**src/design/glpf_pkg.sv**
```systemverilog
// Shared types and constants for the grid local peak finder.
// Used by glpf_cell, glpf_emit and grid_local_peak_finder_unit; no dependencies.
package glpf_pkg;

  // Fixed field widths of the ports
  localparam int SAMPLE_W   = 32;
  localparam int ROW_W      = 16;
  localparam int OUT_COL_W  = 5;
  localparam int CFG_COLS_W = 6;
  localparam int CFG_IDX_W  = 4;
  localparam int CFG_DATA_W = 16;

  // Defaults for the module parameters
  localparam int MAX_COLS_DEF    = 32;
  localparam int SAMPLE_BITS_DEF = 32;
  localparam int COL_W_DEF       = 5;

  // Configuration register indexes
  typedef enum logic [CFG_IDX_W-1:0] {
    REG_GRID_ROWS = 4'd0,
    REG_GRID_COLS = 4'd1
  } cfg_reg_t;

  // Per-item control broadcast to every cell
  typedef struct packed {
    logic accept;
    logic bank;
    logic row_ge1;
    logic row_ge2;
    logic last_col;
    logic last_row;
  } cell_ctl_t;

  // What a cell reports back for the item at hand
  typedef struct packed {
    logic dec_hit;
    logic burst_bit;
  } cell_stat_t;

  // Result set handed to the emitter on an accepted item
  typedef struct packed {
    logic             load;
    logic             dec_hit;
    logic [ROW_W-1:0] dec_row;
    logic [ROW_W-1:0] burst_row;
  } emit_load_t;

endpackage

```
**src/design/glpf_emit.sv**
```systemverilog
// Result emitter: holds one item's results (a decided peak, then a walk over the
// last-row flags) and feeds the out channel. Depends on glpf_pkg.
module glpf_emit #(
  parameter int MAX_COLS = glpf_pkg::MAX_COLS_DEF,
  parameter int COL_W    = glpf_pkg::COL_W_DEF
) (
  input  logic                               clk,
  input  logic                               rst_n,
  input  glpf_pkg::emit_load_t               load_i,
  input  logic [COL_W-1:0]                   dec_col_i,
  input  logic [MAX_COLS-1:0]                flags_i,
  input  logic                               out_stall_i,
  output logic                               out_valid_o,
  output logic [glpf_pkg::ROW_W-1:0]         peak_row_o,
  output logic [glpf_pkg::OUT_COL_W-1:0]     peak_col_o,
  output logic                               run_last_o,
  output logic                               free_o
);

  logic                        dec_v_r, dec_v_nxt;
  logic [glpf_pkg::ROW_W-1:0]  dec_row_r, dec_row_nxt;
  logic [COL_W-1:0]            dec_col_r, dec_col_nxt;
  logic [MAX_COLS-1:0]         flags_r, flags_nxt;
  logic [glpf_pkg::ROW_W-1:0]  brow_r, brow_nxt;
  logic [COL_W-1:0]            bcol_r, bcol_nxt;
  logic                        taken, empty, rest_zero, last_now;

  assign rest_zero = ((flags_r >> 1) == '0);
  assign empty     = !dec_v_r && (flags_r == '0);
  assign last_now  = dec_v_r ? (flags_r == '0) : (flags_r[0] & rest_zero);

  assign out_valid_o = dec_v_r | flags_r[0];
  assign taken       = out_valid_o & ~out_stall_i;
  assign free_o      = empty | (taken & last_now);

  assign peak_row_o = dec_v_r ? dec_row_r : brow_r;
  assign peak_col_o = dec_v_r ? glpf_pkg::OUT_COL_W'(dec_col_r)
                              : glpf_pkg::OUT_COL_W'(bcol_r);
  assign run_last_o = last_now;

  // Decided peak first, then flags lowest column first
  always_comb begin
    dec_v_nxt   = dec_v_r;
    dec_row_nxt = dec_row_r;
    dec_col_nxt = dec_col_r;
    flags_nxt   = flags_r;
    brow_nxt    = brow_r;
    bcol_nxt    = bcol_r;
    if (load_i.load) begin
      dec_v_nxt   = load_i.dec_hit;
      dec_row_nxt = load_i.dec_row;
      dec_col_nxt = dec_col_i;
      flags_nxt   = flags_i;
      brow_nxt    = load_i.burst_row;
      bcol_nxt    = '0;
    end else if (dec_v_r) begin
      if (taken) dec_v_nxt = 1'b0;
    end else if (flags_r != '0) begin
      // step past a clear flag, or past one just delivered
      if (!flags_r[0] || taken) begin
        flags_nxt = flags_r >> 1;
        bcol_nxt  = bcol_r + 1'b1;
      end
    end
  end

  always_ff @(posedge clk) begin
    if (!rst_n) begin
      dec_v_r <= 1'b0;
      flags_r <= '0;
    end else begin
      dec_v_r <= dec_v_nxt;
      flags_r <= flags_nxt;
    end
  end

  always_ff @(posedge clk) begin
    dec_row_r <= dec_row_nxt;
    dec_col_r <= dec_col_nxt;
    brow_r    <= brow_nxt;
    bcol_r    <= bcol_nxt;
  end

endmodule
```
**config.mk**
```make
export PLATFORM = sky130hd
export DESIGN_NAME = glpf_emit
export DESIGN_NICKNAME = d
export VERILOG_FILES = /design/src/design/glpf_pkg.sv /design/src/design/glpf_emit.sv
export SDC_FILE = /design/constraint.sdc
export NUM_CORES = 1
export LEC_CHECK = 0
export ABC_AREA = 1
export CAP_MARGIN = 20
export CORE_MARGIN = 2
export CORE_UTILIZATION = 56
export DETAILED_ROUTE_END_ITERATION = 8
export DONT_BUFFER_PORTS = 1
export PLACE_DENSITY_LB_ADDON = 0.1
export SYNTH_ARGS = -nofsm -noshare
export SYNTH_HDL_FRONTEND = slang
export SYNTH_SLANG_ARGS = --single-unit
```
**constraint.sdc**
```tcl
create_clock -name clk -period 1.45 [get_ports clk]
set_clock_uncertainty 0.05 [all_clocks]
set_input_delay 0.29 -clock clk [delete_from_list [all_inputs] [get_ports clk]]
set_output_delay 0.29 -clock clk [all_outputs]
set_load 0.005 [all_outputs]
```
==> impl_metrics.ini <==
[status]
outcome = complete, but fails checks
violations = negative hold slack, negative setup slack

[worst_setup_path]
r2r_start = flags_r[25]
cp-endpoint = free_o
end_kind = output port
critPathLaunch = flags_r[25]
setup.worst_path.class = register to output port
required_ns = 1.11
cp-start-kind = register
regToRegSetupSlack_ns = -0.60
rr_worst_depth = 10
cp.arrival_ns = 1.85
worstPathMaxFanout = 2
r2r_end = bcol_r[0]

[worst_hold_path]
holdPathStages = 0
hold_path.class = primary input to register

[routing]
vias = 3970
dr.pass1.iters = 5
drt-total-wl_um = 15800
post_drt_wl_per_cell_um = 26.3
routed_via_density = 6.59
ant_nets = 0
drt-initial-drc-count = 552
drc = 0

[timing]
worst-slew-pin-transition_ns = 0.994
hold_violations = 4
setup_viol = 80
whs_ns = -0.00685
maxSlewViolCount = 0
relSlewSlack = 0.335
max_freq_mhz = 457
rsz0062_at_grt = yes
min_period_ns = 2.19
fin_crit_sh = 1.51
tns_ns = -25.50
setup_ws_ns = -0.739

[layout]
ff_latch_area_sq_um = 1890
fin_area_sq_um = 5650
final_util = 0.966
nets = 597
diodes = 0
fin_cells = 602
drive_above_1_share = 0.501
fillers = 105
multiInputGateArea_sq_um = 2210
synthToLayoutAreaGrowth_pct = 68.6

[yosys]
netlist_top_cells_count = nand2_1 (202), dfxtp_1 (38), a21oi_1 (37), edfxtp_1 (37), nand3_1 (35)
ys_types = 18
synth_area_leader_cell = edfxtp_1
async_reset_ff_frac = 0
postSynthNetCount = 501
synth_edf_count = 37
synth_area_per_cell_sq_um = 7.87
synth_cells = 426
syn-cell-area_sq_um = 3350
yosys-top-cells-area = edfxtp_1 (33%), dfxtp_1 (23%), nand2_1 (23%), a21oi_1 (5.5%), nand3_1 (5.2%)
seq_area_frac_synth = 0.558
synth_top_area_frac = 0.331
yosys_warnings = 0
ys_seq_elements = 75
synthFlopType = dfxtp_1
yosysMostFrequentCell = nand2_1

[pwr]
swShare = 0.341
switchingPower_mw = 1.88
p_per_area_nw_per_um2 = 979
clock_power_share = 0.283
ir_worst_vdd_mv = 0.971
power.internal_mw = 3.65
p_comb_frac = 0.260
seqPwrFrac = 0.458
power.leakage_nw = 2.41
p_total_mw = 5.53

[place]
numPortBuffers = 0
place_inst = 519
dp_hpwl_um = 4730
place_area_sq_um = 3660
gp_congestion = 0.772
dp_slack_ns = -0.143

[grt]
grt_start_max_net_pins = 74
grt_pass1_wl_um = 16200
grt_pass1_vias = 3286
antenna_found_initial = 0
grtUsageTotal = 0.333
overflow = 0

[floorplan]
row_count = 28
die_area_sq_um = 6620
fp.dieH_um = 81.4
top_level_ports = 98
core_sq_um = 5850
die_w_um = 81.4
start_util = 0.573

[run]
drv_cap = 0

[clocking]
htree_levels = 3
clkTransAtPathRegs_ns = 0.10
max-clock-path-buffers = 2
cts_tree = done
cts_root_buffer = clkbuf_8
insertion_delay_ns = 0.36
cts_inserted_buffers = 9
cts_sinks = 75
==> cell families (layout without fill, tap and decap cells) <==
| kind of cell | count (synthesis) | count (layout) | share of synthesized area |
|---|---|---|---|
| buf+inv | 35 | 136 | 0.0470 |
| flops | 75 | 75 | 0.558 |
| fa+ha+maj | 1 | 1 | 0.00373 |
| compound gates | 45 | 45 | 0.0683 |
| simple gates | 267 | 267 | 0.315 |
| xor+xnor | 3 | 3 | 0.00784 |
==> worst max-delay path, cell delays in order, from the launching register on <==
cell	delay [ns]
dfxtp_1	0.36
nor2_1	0.18
nand2_1	0.15
nor2_4	0.19
buf_4	0.13
nand4_1	0.14
nand2_2	0.13
nand3b_1	0.12
nand2_2	0.10
==> worst min path at each step <==
stage               slack [ns]       start      endpoint
finish                  -0.007  load_i[33]  dec_col_r[0]
global route             -0.02  load_i[33]  dec_col_r[0]
CTS                      0.004  load_i[33]     brow_r[6]
detailed placement        0.33  load_i[33]     bcol_r[4]
global placement          0.32  load_i[33]     bcol_r[2]
floorplan                 0.34   load_i[0]     brow_r[0]
==> state kept, by name (all words and copies together), names as in the netlist <==
| register | cells |
|---|---|
| bcol_r | 5 |
| brow_r | 16 |
| dec_col_r | 5 |
| dec_row_r | 16 |
| dec_v_r | 1 |
| flags_r | 32 |
==> power groups by stage <==
stage / Sequential, mW / Combinational [mW] / Clock (mW)
6_report: 2.53 / 1.44 / 1.56
3_3_place_gp: 2.49 / 0.558 / 0
5_1_grt: 2.54 / 1.48 / 1.58
3_5_place_dp: 2.49 / 0.570 / 0
4_1_cts: 2.45 / 0.911 / 1.40
2_1_floorplan: 2.49 / 0.391 / 0
==> layer usage <==
metal / global-route usage / wire, um / up-vias
met2: 0.576 / 7510 / 446
met3: 0.0700 / 2020 / 104
met4: 0.136 / 878 / 0
li1: - / - / 1573
met1: 0.402 / 5410 / 1847
met5: 0 / 0 / -
==> what timing repair did <==
action,CTS,global route
endpoints found under the setup margin,61,61
buffers inserted,7,13
gates resized for setup,99,210
cloned,7,3
hold buffers,38,2
pin swaps,36,66
endpoints found under the hold margin,40,19
==> layout make-up <==
cell class / instances / area share
Clock buffer: 9 / 0.0219
Timing Repair Buffer: 111 / 0.220
Clock inverter: 7 / 0.00775
Tap cell: 75 / 0.0166
Inverter: 9 / 0.00863
Sequential cell: 75 / 0.335
Multi-Input combinational cell: 316 / 0.391
==> placed cells by master, fill, tap and decap left out, drive strengths merged <==
cell / Yosys / layout
a21oi: 37 / 37
o21ai: 8 / 8
dfxtp: 38 / 38
nand4: 1 / 1
inv: 9 / 9
clkbuf: 18 / 12
nand2: 202 / 202
clkinvlp: 0 / 2
buf: 8 / 68
nand3: 35 / 35
nor2: 26 / 26
clkinv: 0 / 5
dlygate4sd3: 0 / 40
xor2: 3 / 3
nand3b: 1 / 1
nor3: 2 / 2
edfxtp: 37 / 37
ha: 1 / 1
(Power assumes the default switching activity.)
