==> src/design/glpf_pkg.sv <==
// Shared types and constants for the grid local peak finder.
// Used by glpf_cell, glpf_emit and grid_local_peak_finder_unit; no dependencies.
package glpf_pkg;

  // Fixed field widths of the ports
  localparam int SAMPLE_W   = 32;
  localparam int ROW_W      = 16;
  localparam int OUT_COL_W  = 5;
  localparam int CFG_COLS_W = 6;
  localparam int CFG_IDX_W  = 4;
  localparam int CFG_DATA_W = 16;

  // Defaults for the module parameters
  localparam int MAX_COLS_DEF    = 32;
  localparam int SAMPLE_BITS_DEF = 32;
  localparam int COL_W_DEF       = 5;

  // Configuration register indexes
  typedef enum logic [CFG_IDX_W-1:0] {
    REG_GRID_ROWS = 4'd0,
    REG_GRID_COLS = 4'd1
  } cfg_reg_t;

  // Per-item control broadcast to every cell
  typedef struct packed {
    logic accept;
    logic bank;
    logic row_ge1;
    logic row_ge2;
    logic last_col;
    logic last_row;
  } cell_ctl_t;

  // What a cell reports back for the item at hand
  typedef struct packed {
    logic dec_hit;
    logic burst_bit;
  } cell_stat_t;

  // Result set handed to the emitter on an accepted item
  typedef struct packed {
    logic             load;
    logic             dec_hit;
    logic [ROW_W-1:0] dec_row;
    logic [ROW_W-1:0] burst_row;
  } emit_load_t;

endpackage

==> src/design/glpf_cell.sv <==
// One column cell: two line entries (bank swapped), the column's last-row flag
// and the local 4-neighbour compares. Depends on glpf_pkg.
module glpf_cell #(
  parameter int IDX         = 0,
  parameter int COL_W       = glpf_pkg::COL_W_DEF,
  parameter int SAMPLE_BITS = glpf_pkg::SAMPLE_BITS_DEF
) (
  input  logic                                clk,
  input  logic                                rst_n,
  input  glpf_pkg::cell_ctl_t                 ctl_i,
  input  logic [COL_W-1:0]                    col_i,
  input  logic [glpf_pkg::CFG_COLS_W-1:0]     cols_i,
  input  logic signed [SAMPLE_BITS-1:0]       x_i,
  input  logic signed [SAMPLE_BITS-1:0]       mid_left_i,
  input  logic signed [SAMPLE_BITS-1:0]       mid_right_i,
  input  logic signed [SAMPLE_BITS-1:0]       up_left_i,
  output logic signed [SAMPLE_BITS-1:0]       mid_o,
  output logic signed [SAMPLE_BITS-1:0]       up_o,
  output glpf_pkg::cell_stat_t                stat_o
);

  localparam bit HAS_LEFT = (IDX > 0);

  logic signed [SAMPLE_BITS-1:0] a_r, b_r;
  logic signed [SAMPLE_BITS-1:0] mid, up;
  logic                          flag_r, flag_nxt;
  logic                          sel, sel_right;
  logic                          ok, cand, clr, flag_upd;

  // bank picks which entry is the middle row and which the upper row
  assign mid   = ctl_i.bank ? b_r : a_r;
  assign up    = ctl_i.bank ? a_r : b_r;
  assign mid_o = mid;
  assign up_o  = up;

  assign sel       = (col_i == COL_W'(IDX));
  assign sel_right = ({1'b0, col_i} == (COL_W+1)'(IDX + 1));

  // Decide the cell one row above the arriving sample
  always_comb begin
    ok = (mid >= x_i);
    if (ctl_i.row_ge2 && (mid < up)) ok = 1'b0;
    if (HAS_LEFT && (mid < mid_left_i)) ok = 1'b0;
    if (!ctl_i.last_col && (mid < mid_right_i)) ok = 1'b0;
  end

  // Last-row candidate from its up and left neighbours
  always_comb begin
    cand = ctl_i.last_row;
    if (ctl_i.row_ge1 && (x_i < mid)) cand = 1'b0;
    if (HAS_LEFT && (x_i < up_left_i)) cand = 1'b0;
  end

  // Right neighbour of the last row beats this column
  assign clr      = sel_right & ctl_i.last_row & (x_i > up);
  assign flag_upd = (flag_r & ~clr) | (sel & cand);

  always_comb begin
    flag_nxt = flag_r;
    if (ctl_i.accept) begin
      flag_nxt = ctl_i.last_col ? 1'b0 : flag_upd;
    end
  end

  assign stat_o.dec_hit   = sel & ctl_i.row_ge1 & ok;
  assign stat_o.burst_bit = flag_upd & (cols_i > glpf_pkg::CFG_COLS_W'(IDX));

  always_ff @(posedge clk) begin
    if (!rst_n) begin
      flag_r <= 1'b0;
    end else begin
      flag_r <= flag_nxt;
    end
  end

  // Arriving sample goes into the upper-row entry of its column
  always_ff @(posedge clk) begin
    if (ctl_i.accept && sel) begin
      if (ctl_i.bank) a_r <= x_i;
      else            b_r <= x_i;
    end
  end

endmodule

==> config.mk <==
export PLATFORM = sky130hd
export DESIGN_NAME = glpf_cell
export DESIGN_NICKNAME = d
export VERILOG_FILES = /design/src/design/glpf_pkg.sv /design/src/design/glpf_cell.sv
export SDC_FILE = /design/constraint.sdc
export NUM_CORES = 1
export LEC_CHECK = 0
export BUFFER_PORTS_ARGS = -buffer_cell sky130_fd_sc_hd__buf_2
export CAP_MARGIN = 20
export CORE_MARGIN = 2
export CORE_UTILIZATION = 47
export CTS_BUF_LIST = sky130_fd_sc_hd__clkbuf_8
export DETAILED_ROUTE_END_ITERATION = 8
export PLACE_DENSITY = 0.86
export REMOVE_ABC_BUFFERS = 1
export SYNTH_ARGS = -nofsm -noshare
export SYNTH_HDL_FRONTEND = slang
export SYNTH_SLANG_ARGS = --single-unit
export TNS_END_PERCENT = 1
==> constraint.sdc <==
create_clock -name clk -period 5.2 [get_ports clk]
set_clock_uncertainty 0.05 [all_clocks]
set_input_delay 1.04 -clock clk [delete_from_list [all_inputs] [get_ports clk]]
set_output_delay 1.04 -clock clk [all_outputs]
set_load 0.05 [all_outputs]
==> summary.txt, run 1 <==
final hold vios: 0
max_cap viols: 0
antenna-violating nets left: 0
Worst-path clk slew: 0.08 ns
worst hold path cell count: 2
global-route wire length before repair: 24830 um
Max Freq: 0.1980 GHz
fin. max-slew vios: 0
final setup fails: 0
layout cells sized above 1: 0.2775
Yosys reg bits: 65
Worst Hold Class: reg -> reg
leakage power: 3.804 nW
Final Cell Area: 0.007381 mm2
Pwr Total: 0.001422 W
Die W: 115.8 um
die area: 0.01341 mm2
Post-synth EDFFs: 64
Worst Setup Start Kind: input pin
combinational share of power: 0.257
Flop pwr share: 0.408
Setup CP Type: in -> out
# rows: 40
drc violations: 0
min Tclk post-route: 5.051 ns
dominant cell type by area after synthesis: edfxtp_1
pwr dens: 192.7 mW/mm2
placed instance area: 0.007158 mm2
Synth top area share: 0.3272
Mapped Cells: 586
Starting Density: 0.4850
initial antenna violation count: 1
Worst-Margin Slew: 0.8661 ns
placed insts: 935
pre-CTS WS: 0.09649 ns
critical path data arrival time: 3.96 ns
FF+latch area: 0.001942 mm2
Yosys warnings: 0
Worst Path Max Fanout: 16
Vias: 5296
vias in the first global route: 5232
VDD IR-drop max: 0.1784 mV
die height: 115.8 um
GRT Resource Usage Total: 0.2411
nets: 1050
Clk Latency, worst-skew pair: 0.35 ns
Async S/R FF share, synth: 0
fillers: 1037
router iterations before antenna repair: 5
Iter 0 DRT Violations: 284
Placer Congestion: 0.9189
largest net degree at the start of global routing: 25
Synth Flop Type: edfxtp_1
internal cell power: 0.0009854 W
Sw Share: 0.3072
Multi-input gate area: 0.003543 mm2
port bufs: 148
Critical Path Sink Type: output port
Seq/Total Area, Yosys: 0.3306
Max transition margin: 0.4220
hold buffer count at CTS: 0
grt ovf: 0
Psw: 0.0004370 W
TritonCTS sink count: 65
R2R depth: 8
CTS tree: built
DR WL/cell: 16.91 um
Root Buffer: clkbuf_8
vias per cell: 5.569
non-filler cells, final: 951
period utilization: 0.9713
Core Area: 0.01211 mm2
IO Count: 213
RSZ-0062 raised after global routing: no
Area Growth Syn to Fin: 25.64%
Synth area leaders: edfxtp_1, ha_1, mux2i_1
total wire length after detailed routing: 16080 um
setup slack, reg-to-reg: 2.61 ns
Syn Area/Cell: 10.02 um2
final worst slack: 0.1492 ns
count of different cell masters after synthesis: 47
postcts setup bufs: 0
outcome: complete, no violations
Post-Syn Area: 0.005874 mm2
WP data required: 4.11 ns
cts bufs inserted: 9
H-tree levels: 3
Final TNS setup: 0 ns
DPL Wire Length: 13110 um
deepest clock path buffer count: 2
Clk pwr share: 0.335
PostCTS Resize Cnt: 0
-- cells in the final DEF, fill, tap and decap left out, types with 3 or more instances in the layout --
| cell type | count |
|---|---|
| mux2i_1 | 63 |
| buf_4 | 38 |
| nor2_1 | 13 |
| a21o_1 | 15 |
| nor4_1 | 3 |
| nand4_1 | 26 |
| clkbuf_8 | 9 |
| inv_1 | 98 |
| a31oi_1 | 3 |
| buf_2 | 146 |
| nor2b_1 | 4 |
| o211ai_1 | 4 |
| o31ai_1 | 4 |
| o21ai_0 | 20 |
| nand2b_1 | 3 |
| a211oi_1 | 3 |
| buf_12 | 4 |
| nand3b_1 | 3 |
| nor3_1 | 7 |
| or4_1 | 5 |
| a21oi_1 | 47 |
| and4_1 | 3 |
| nand3_1 | 11 |
| edfxtp_1 | 64 |
| ha_1 | 125 |
| nand2_1 | 26 |
-- state kept, by name (all words and copies together), names as in the netlist --
name	flops
a_r	32
b_r	32
flag_r	1
-- metrics by stage --
| stage | util | hold WS, ns |
|---|---|---|
| after CTS | 0.6082 | 0.5054 |
| after global routing | 0.6094 | 0.5636 |
| after global placement | 0.5910 | 0.4732 |
| after detailed placement | 0.5910 | 0.4944 |
| after floorplan | - | 0.4558 |
| final | 0.6094 | 0.5151 |
-- cell usage after synthesis (all sizes together) (2+ instances only) --
cell / count
ha: 125
inv: 98
edfxtp: 64
mux2i: 63
a21oi: 47
nand2: 26
nand4: 26
o21ai: 20
a21o: 16
nor2: 14
nand3: 11
nor3: 7
or4: 6
buf: 5
a31oi: 4
and4: 4
nor2b: 4
o211ai: 4
o31ai: 4
a211oi: 3
clkbuf: 3
nand2b: 3
nand3b: 3
nor4: 3
nor4b: 3
a221oi: 2
mux2: 2
o31a: 2
or3: 2
-- power groups by stage --
stage,combinational (W),clock [W],sequential (W)
after global placement,0.000346,0,0.000591
after global routing,0.000400,0.000502,0.000580
after floorplan,0.000216,0,0.000591
final,0.000366,0.000477,0.000580
after CTS,0.000363,0.000473,0.000580
after detailed placement,0.000359,0,0.000592
-- path summary, 6_finish.rpt --
path                  startpoint                  end
max                     ctl_i[4]            stat_o[1]
min          flag_r$_SDFFE_PN0P_  flag_r$_SDFFE_PN0P_
max reg2reg    b_r[30]$_DFFE_PP_  flag_r$_SDFFE_PN0P_
min reg2reg  flag_r$_SDFFE_PN0P_  flag_r$_SDFFE_PN0P_
-- critical path, cell delays in order --
cell	delay, ns
buf_6	0.22
buf_12	0.17
mux2i_1	0.29
ha_1	0.19
nand4_1	0.17
or4_4	0.60
or3_4	0.36
and4_2	0.24
nor3_1	0.35
nor4b_2	0.12
buf_4	0.21
-- layout make-up --
class,count,share of cell area
Tap cell,168,0.02848
Inverter,98,0.04984
Sequential cell,65,0.2631
Multi-Input combinational cell,415,0.4801
Clock buffer,9,0.01678
Clock inverter,6,0.01136
Antenna cell,1,0.0003390
Timing Repair Buffer,189,0.1500
-- metal layers --
| metal | vias up | wire length (um) | global-route usage |
|---|---|---|---|
| met1 | 2480 | 6638 | 0.2943 |
| met3 | 43 | 1197 | 0.04498 |
| met4 | 0 | 494 | 0.08968 |
| li1 | 2554 | - | - |
| met2 | 219 | 7754 | 0.4246 |
| met5 | - | 0 | 0 |
-- logic make-up after synthesis --
family,count (synthesis),synth area share
buffers and inverters,106,0.06773
multiplexers,65,0.1112
AND/OR/NAND/NOR,118,0.1140
flip-flops,65,0.3306
AO/OA/AOI/OAI,107,0.1103
adder cells (fa/ha/maj),125,0.2662
Power figures use the tool's default switching activity.
==> run 2: changes to the inputs <==
- RECOVER_POWER: not set -> 25
- REMOVE_ABC_BUFFERS: 1 -> not set
==> summary.txt, run 2 (same netlist as run 1, synthesis figures left out) <==
outcome: complete, no violations (unchanged)
Critical Path Sink Type: output port (unchanged)
worst hold path cell count: 2 (unchanged)
initial antenna violation count: 1 (unchanged)
WP data required: 4.11 ns (about the same)
CTS tree: built (unchanged)
Starting Density: 0.4850 (unchanged)
pwr dens: 186.9 mW/mm2 (was 192.7 mW/mm2)
Clk Latency, worst-skew pair: 0.36 ns (was 0.35 ns)
deepest clock path buffer count: 2 (unchanged)
non-filler cells, final: 929 (was 951)
min Tclk post-route: 5.076 ns (was 5.051 ns)
Iter 0 DRT Violations: 346 (was 284)
# rows: 40 (unchanged)
Worst-Margin Slew: 0.8790 ns (was 0.8661 ns)
grt ovf: 0 (unchanged)
vias per cell: 5.583 (was 5.569)
Setup CP Type: in -> out (unchanged)
global-route wire length before repair: 23990 um (was 24830 um)
H-tree levels: 3 (unchanged)
Final TNS setup: 0 ns (unchanged)
vias in the first global route: 5112 (was 5232)
Root Buffer: clkbuf_8 (unchanged)
leakage power: 3.614 nW (was 3.804 nW)
layout cells sized above 1: 0.2339 (was 0.2775)
Max transition margin: 0.4134 (was 0.4220)
Placer Congestion: 0.9375 (was 0.9189)
placed insts: 913 (was 935)
Worst Hold Class: reg -> reg (unchanged)
top flop regs: a_r: 32 flops, b_r: 32 flops, flag_r: 1 flops (unchanged)
drc violations: 0 (unchanged)
critical path data arrival time: 3.99 ns (was 3.96 ns)
antenna-violating nets left: 0 (unchanged)
Area Growth Syn to Fin: 22.15% (was 25.64%)
commonest cells after routing, fill and taps aside: ha_1, buf_2, inv_1 (was buf_2, ha_1, inv_1)
die area: 0.01341 mm2 (unchanged)
port bufs: 148 (unchanged)
period utilization: 0.9761 (was 0.9713)
Worst Path Max Fanout: 19 (was 16)
Worst Setup Start Kind: input pin (unchanged)
total wire length after detailed routing: 15510 um (was 16080 um)
max_cap viols: 0 (unchanged)
router iterations before antenna repair: 5 (unchanged)
DR WL/cell: 16.70 um (was 16.91 um)
Core Area: 0.01211 mm2 (unchanged)
R2R depth: 9 (was 8)
RSZ-0062 raised after global routing: no (unchanged)
cts bufs inserted: 9 (unchanged)
PostCTS Resize Cnt: 0 (unchanged)
Worst-path clk slew: 0.07 ns (was 0.08 ns)
Max Freq: 0.1970 GHz (was 0.1980 GHz)
nets: 1028 (was 1050)
TritonCTS sink count: 65 (unchanged)
VDD IR-drop max: 0.1180 mV (was 0.1784 mV)
syn_nets: 858
GRT Resource Usage Total: 0.2329 (was 0.2411)
fillers: 1081 (was 1037)
commonest non-fill, non-tap cell in the layout: ha_1 (was buf_2)
final core occ: 0.5925 (was 0.6094)
Vias: 5187 (was 5296)
IO Count: 213 (unchanged)
hold buffer count at CTS: 0 (unchanged)
die height: 115.8 um (unchanged)
DPL Wire Length: 12990 um (was 13110 um)
final setup fails: 0 (unchanged)
final hold vios: 0 (unchanged)
largest net degree at the start of global routing: 21 (was 25)
Die W: 115.8 um (unchanged)
postcts setup bufs: 0 (unchanged)
Antenna diodes: 0 (was 1)
fin. max-slew vios: 0 (unchanged)
## run 2: changes by cell type in the layout (fill, tap and decap cells not counted), moves of 2 or more
cell / previous run / this run
a21oi_1: 47 / 45
mux2i_1: 63 / 59
clkinv_1: 1 / 3
buf_2: 146 / 121
inv_2: 0 / 4
mux2i_2: 0 / 4
inv_1: 98 / 96
buf_4: 38 / 16
a21oi_2: 0 / 2
clkinvlp_4: 2 / 0
clkbuf_1: 0 / 25
## run 2: power by group
part / switching (W) / leakage (nW) / internal (W)
combinational: 0.000220 / 2.93 / 0.000133
clock: 0.000196 / 0.0981 / 0.000212
sequential: 0.00000171 / 0.584 / 0.000578
total: 0.000418 / 3.61 / 0.000923
## run 2: worst max-delay path: stages
cell and delay [ns]:
buf_6 0.18, buf_12 0.20, mux2i_2 0.27, inv_1 0.14, ha_1 0.33, nand4_1 0.20, or3_1 0.46, a31oi_1 0.24
or4_1 0.24, a21oi_2 0.09, nor4b_4 0.31, buf_4 0.24
## run 2: per-stage QoR
stage	setup slack (ns)	power (W)	hold WS, ns	area (um2)
after floorplan	0.02569	0.0008212	0.4558	5903
after global placement	0.06355	0.0009296	0.4843	6993
after detailed placement	0.03744	0.0009408	0.4967	6993
after CTS	0.03445	0.001343	0.5089	7171
after global routing	0.04418	0.001403	0.5462	7176
final	0.1242	0.001341	0.5234	7176
## run 2: area by class of cell
class	count	area [um2]	share of cell area
clock buffer	9	123.9	0.01726
clock inverter	7	53.80	0.007498
inverter	98	367.9	0.05126
multi-input combinational	415	3576	0.4983
sequential	65	1942	0.2706
tap	168	210.2	0.02929
timing repair buffer	167	902.1	0.1257
## run 2: layer usage
metal,track usage,vias up,share of wire
li1,-,2518,-
met1,0.2927,2431,0.43
met2,0.4016,212,0.48
met3,0.04655,24,0.073
met4,0.07857,2,0.018
met5,0,-,0.0010
## run 2: path summary, 6_finish.rpt
check	from	end	slack, ns
worst max-delay path	ctl_i[4]	stat_o[1]	0.12
worst min-delay path	flag_r$_SDFFE_PN0P_	flag_r$_SDFFE_PN0P_	0.52
worst min register to register	flag_r$_SDFFE_PN0P_	flag_r$_SDFFE_PN0P_	0.52
worst max register to register	a_r[31]$_DFFE_PP_	flag_r$_SDFFE_PN0P_	2.49
==> run 3: changes to the inputs <==
- CTS_CLUSTER_SIZE: not set -> 20
- PLACE_DENSITY: 0.86 -> 0.83
- clock period: 5.2 -> 5.9 ns (I/O delays scaled with it)
==> summary.txt, run 3 (same netlist as run 1, synthesis figures left out) <==
largest net degree at the start of global routing: 33 (was 21)
DPL Wire Length: 12440 um (was 12990 um)
DR WL/cell: 16.65 um (was 16.70 um)
Placer Congestion: 0.9131 (was 0.9375)
Vias: 5051 (was 5187)
non-filler cells, final: 922 (was 929)
CP Buf/Inv Count: 4 (unchanged)
postcts setup bufs: 0 (unchanged)
min Tclk post-route: 5.707 ns
Worst-Margin Slew: 0.7429 ns (was 0.8790 ns)
syn_nets: 858 (unchanged)
# rows: 40 (unchanged)
Flop pwr share: 0.411 (was 0.433)
layout cells sized above 1: 0.2188 (was 0.2339)
final hold vios: 0 (unchanged)
placed instance area: 0.006903 mm2 (was 0.006993 mm2)
placed insts: 906 (was 913)
Max Freq: 0.1752 GHz
Area Growth Syn to Fin: 20.70% (was 22.15%)
Worst Path Max Fanout: 32 (was 19)
Max transition margin: 0.5042 (was 0.4134)
period utilization: 0.9673
Final Cell Area: 0.007091 mm2 (was 0.007176 mm2)
die area: 0.01341 mm2 (unchanged)
total wire length after detailed routing: 15350 um (was 15510 um)
commonest cells after routing, fill and taps aside: ha_1, buf_2, inv_1 (unchanged)
cts bufs inserted: 9 (unchanged)
Setup CP Type: in -> out (unchanged)
Pwr Total: 0.001242 W (was 0.001341 W)
combinational share of power: 0.243 (was 0.263)
critical path data arrival time: 4.48 ns (was 3.99 ns)
slowest cell on the critical path: or3_1 (unchanged)
initial antenna violation count: 1 (unchanged)
global-route wire length before repair: 23830 um (was 23990 um)
Antenna diodes: 0 (unchanged)
deepest clock path buffer count: 2 (unchanged)
FF+latch area: 0.001942 mm2 (unchanged)
Multi-input gate area: 0.003550 mm2 (was 0.003576 mm2)
Root Buffer: clkbuf_8 (unchanged)
Critical Path Sink Type: output port (unchanged)
Worst Hold Class: reg -> reg (unchanged)
max incr delay on CP: 0.47 ns (was 0.46 ns)
Worst-path clk slew: 0.08 ns (was 0.07 ns)
nets: 1021 (was 1028)
port bufs: 148 (unchanged)
hold buffer count at CTS: 0 (unchanged)
final worst slack: 0.1930 ns (was 0.1242 ns)
worst path cell trace: buf_4 -> buf_4 -> mux2i_1 -> inv_1 -> ha_1 -> nand4_1 -> or3_1 -> a31oi_1 -> or4_1 -> a21oi_1 -> nor4b_4 -> buf_2 (was buf_6 -> buf_12 -> mux2i_2 -> inv_1 -> ha_1 -> nand4_1 -> or3_1 -> a31oi_1 -> or4_1 -> a21oi_2 -> nor4b_4 -> buf_4)
outcome: complete, no violations (unchanged)
final setup fails: 0 (unchanged)
family with the most delay on the worst path: simple AND/OR/NAND/NOR gates (unchanged)
H-tree levels: 3 (unchanged)
pwr dens: 175.2 mW/mm2 (was 186.9 mW/mm2)
RSZ-0062 raised after global routing: no (unchanged)
TritonCTS sink count: 65 (unchanged)
commonest non-fill, non-tap cell in the layout: ha_1 (unchanged)
die height: 115.8 um (unchanged)
CTS tree: built (unchanged)
most used cell, CP: buf_4
Psw: 0.0003836 W (was 0.0004178 W)
vias per cell: 5.478 (was 5.583)
fin. max-slew vios: 0 (unchanged)
fillers: 1086 (was 1081)
IO Count: 213 (unchanged)
pre-CTS WS: 0.2766 ns (was 0.03744 ns)
Starting Density: 0.4850 (unchanged)
Die W: 115.8 um (unchanged)
PostCTS Resize Cnt: 0 (unchanged)
max_cap viols: 0 (unchanged)
grt ovf: 0 (unchanged)
Clk Latency, worst-skew pair: 0.36 ns (about the same)
top flop regs: a_r: 32 flops, b_r: 32 flops, flag_r: 1 flops (unchanged)
router iterations before antenna repair: 5 (unchanged)
Sw Share: 0.3088 (was 0.3115)
leakage power: 3.589 nW (was 3.614 nW)
vias in the first global route: 4972 (was 5112)
WP data required: 4.67 ns (was 4.11 ns)
Core Area: 0.01211 mm2 (unchanged)
GRT Resource Usage Total: 0.2310 (was 0.2329)
drc violations: 0 (unchanged)
Worst Setup Start Kind: input pin (unchanged)
Iter 0 DRT Violations: 288 (was 346)
VDD IR-drop max: 0.1192 mV (was 0.1180 mV)
Hold WS: 0.5134 ns (was 0.5234 ns)
antenna-violating nets left: 0 (unchanged)
Clk pwr share: 0.345 (was 0.304)
internal cell power: 0.0008587 W (was 0.0009233 W)
run 3: changes by cell type in the layout (fill, tap and decap cells not counted), moves of 2 or more:
cell	before	now
mux2i_1	59	63
buf_12	3	0
mux2i_2	4	0
clkinv_4	0	2
inv_1	96	98
inv_2	4	0
buf_4	16	13
buf_6	2	0
clkinv_1	3	0
run 3: path summary, 6_finish.rpt:
kind                            start                   to  slack, ns  depth (start not counted)
hold reg to reg   flag_r$_SDFFE_PN0P_  flag_r$_SDFFE_PN0P_       0.51                          2
hold / removal    flag_r$_SDFFE_PN0P_  flag_r$_SDFFE_PN0P_       0.51                          2
setup reg to reg    a_r[14]$_DFFE_PP_  flag_r$_SDFFE_PN0P_       3.23                          9
setup / recovery             ctl_i[4]            stat_o[1]       0.19                         12
run 3: power groups by stage:
stage	sequential (W)	clock, W	combinational (W)
2_1_floorplan	0.000521	0	0.000201
3_3_place_gp	0.000521	0	0.000293
3_5_place_dp	0.000521	0	0.000300
4_1_cts	0.000511	0.000435	0.000303
5_1_grt	0.000511	0.000449	0.000334
6_report	0.000511	0.000429	0.000302
run 3: layout make-up:
type                       count  share of cell area
multi-input combinational    415              0.5006
sequential                    65              0.2739
timing repair buffer         160              0.1131
inverter                      98             0.05188
tap                          168             0.02965
clock buffer                   9             0.01747
clock inverter                 7             0.01341
run 3: worst min-delay path, stage by stage, from the launching register on:
cell and delay (ns):
dfxtp_1 0.34, nand2b_1 0.10, a31oi_1 0.08
run 3: per-stage QoR:
step                      TNS (ns)  utilization
after floorplan           -0.05335            -
after detailed placement         0       0.5699
after CTS                        0       0.5880
after global placement           0       0.5699
after global routing             0       0.5854
final                            0       0.5854
run 3: routing by layer:
metal / vias up / GRT usage / wire [um] / share of wire
li1: 2507 / - / - / -
met1: 2341 / 0.2884 / 6448 / 0.42
met2: 181 / 0.4101 / 7493 / 0.49
met3: 20 / 0.04864 / 1180 / 0.077
met4: 2 / 0.05476 / 218 / 0.014
met5: - / 0 / 11 / 0.00072
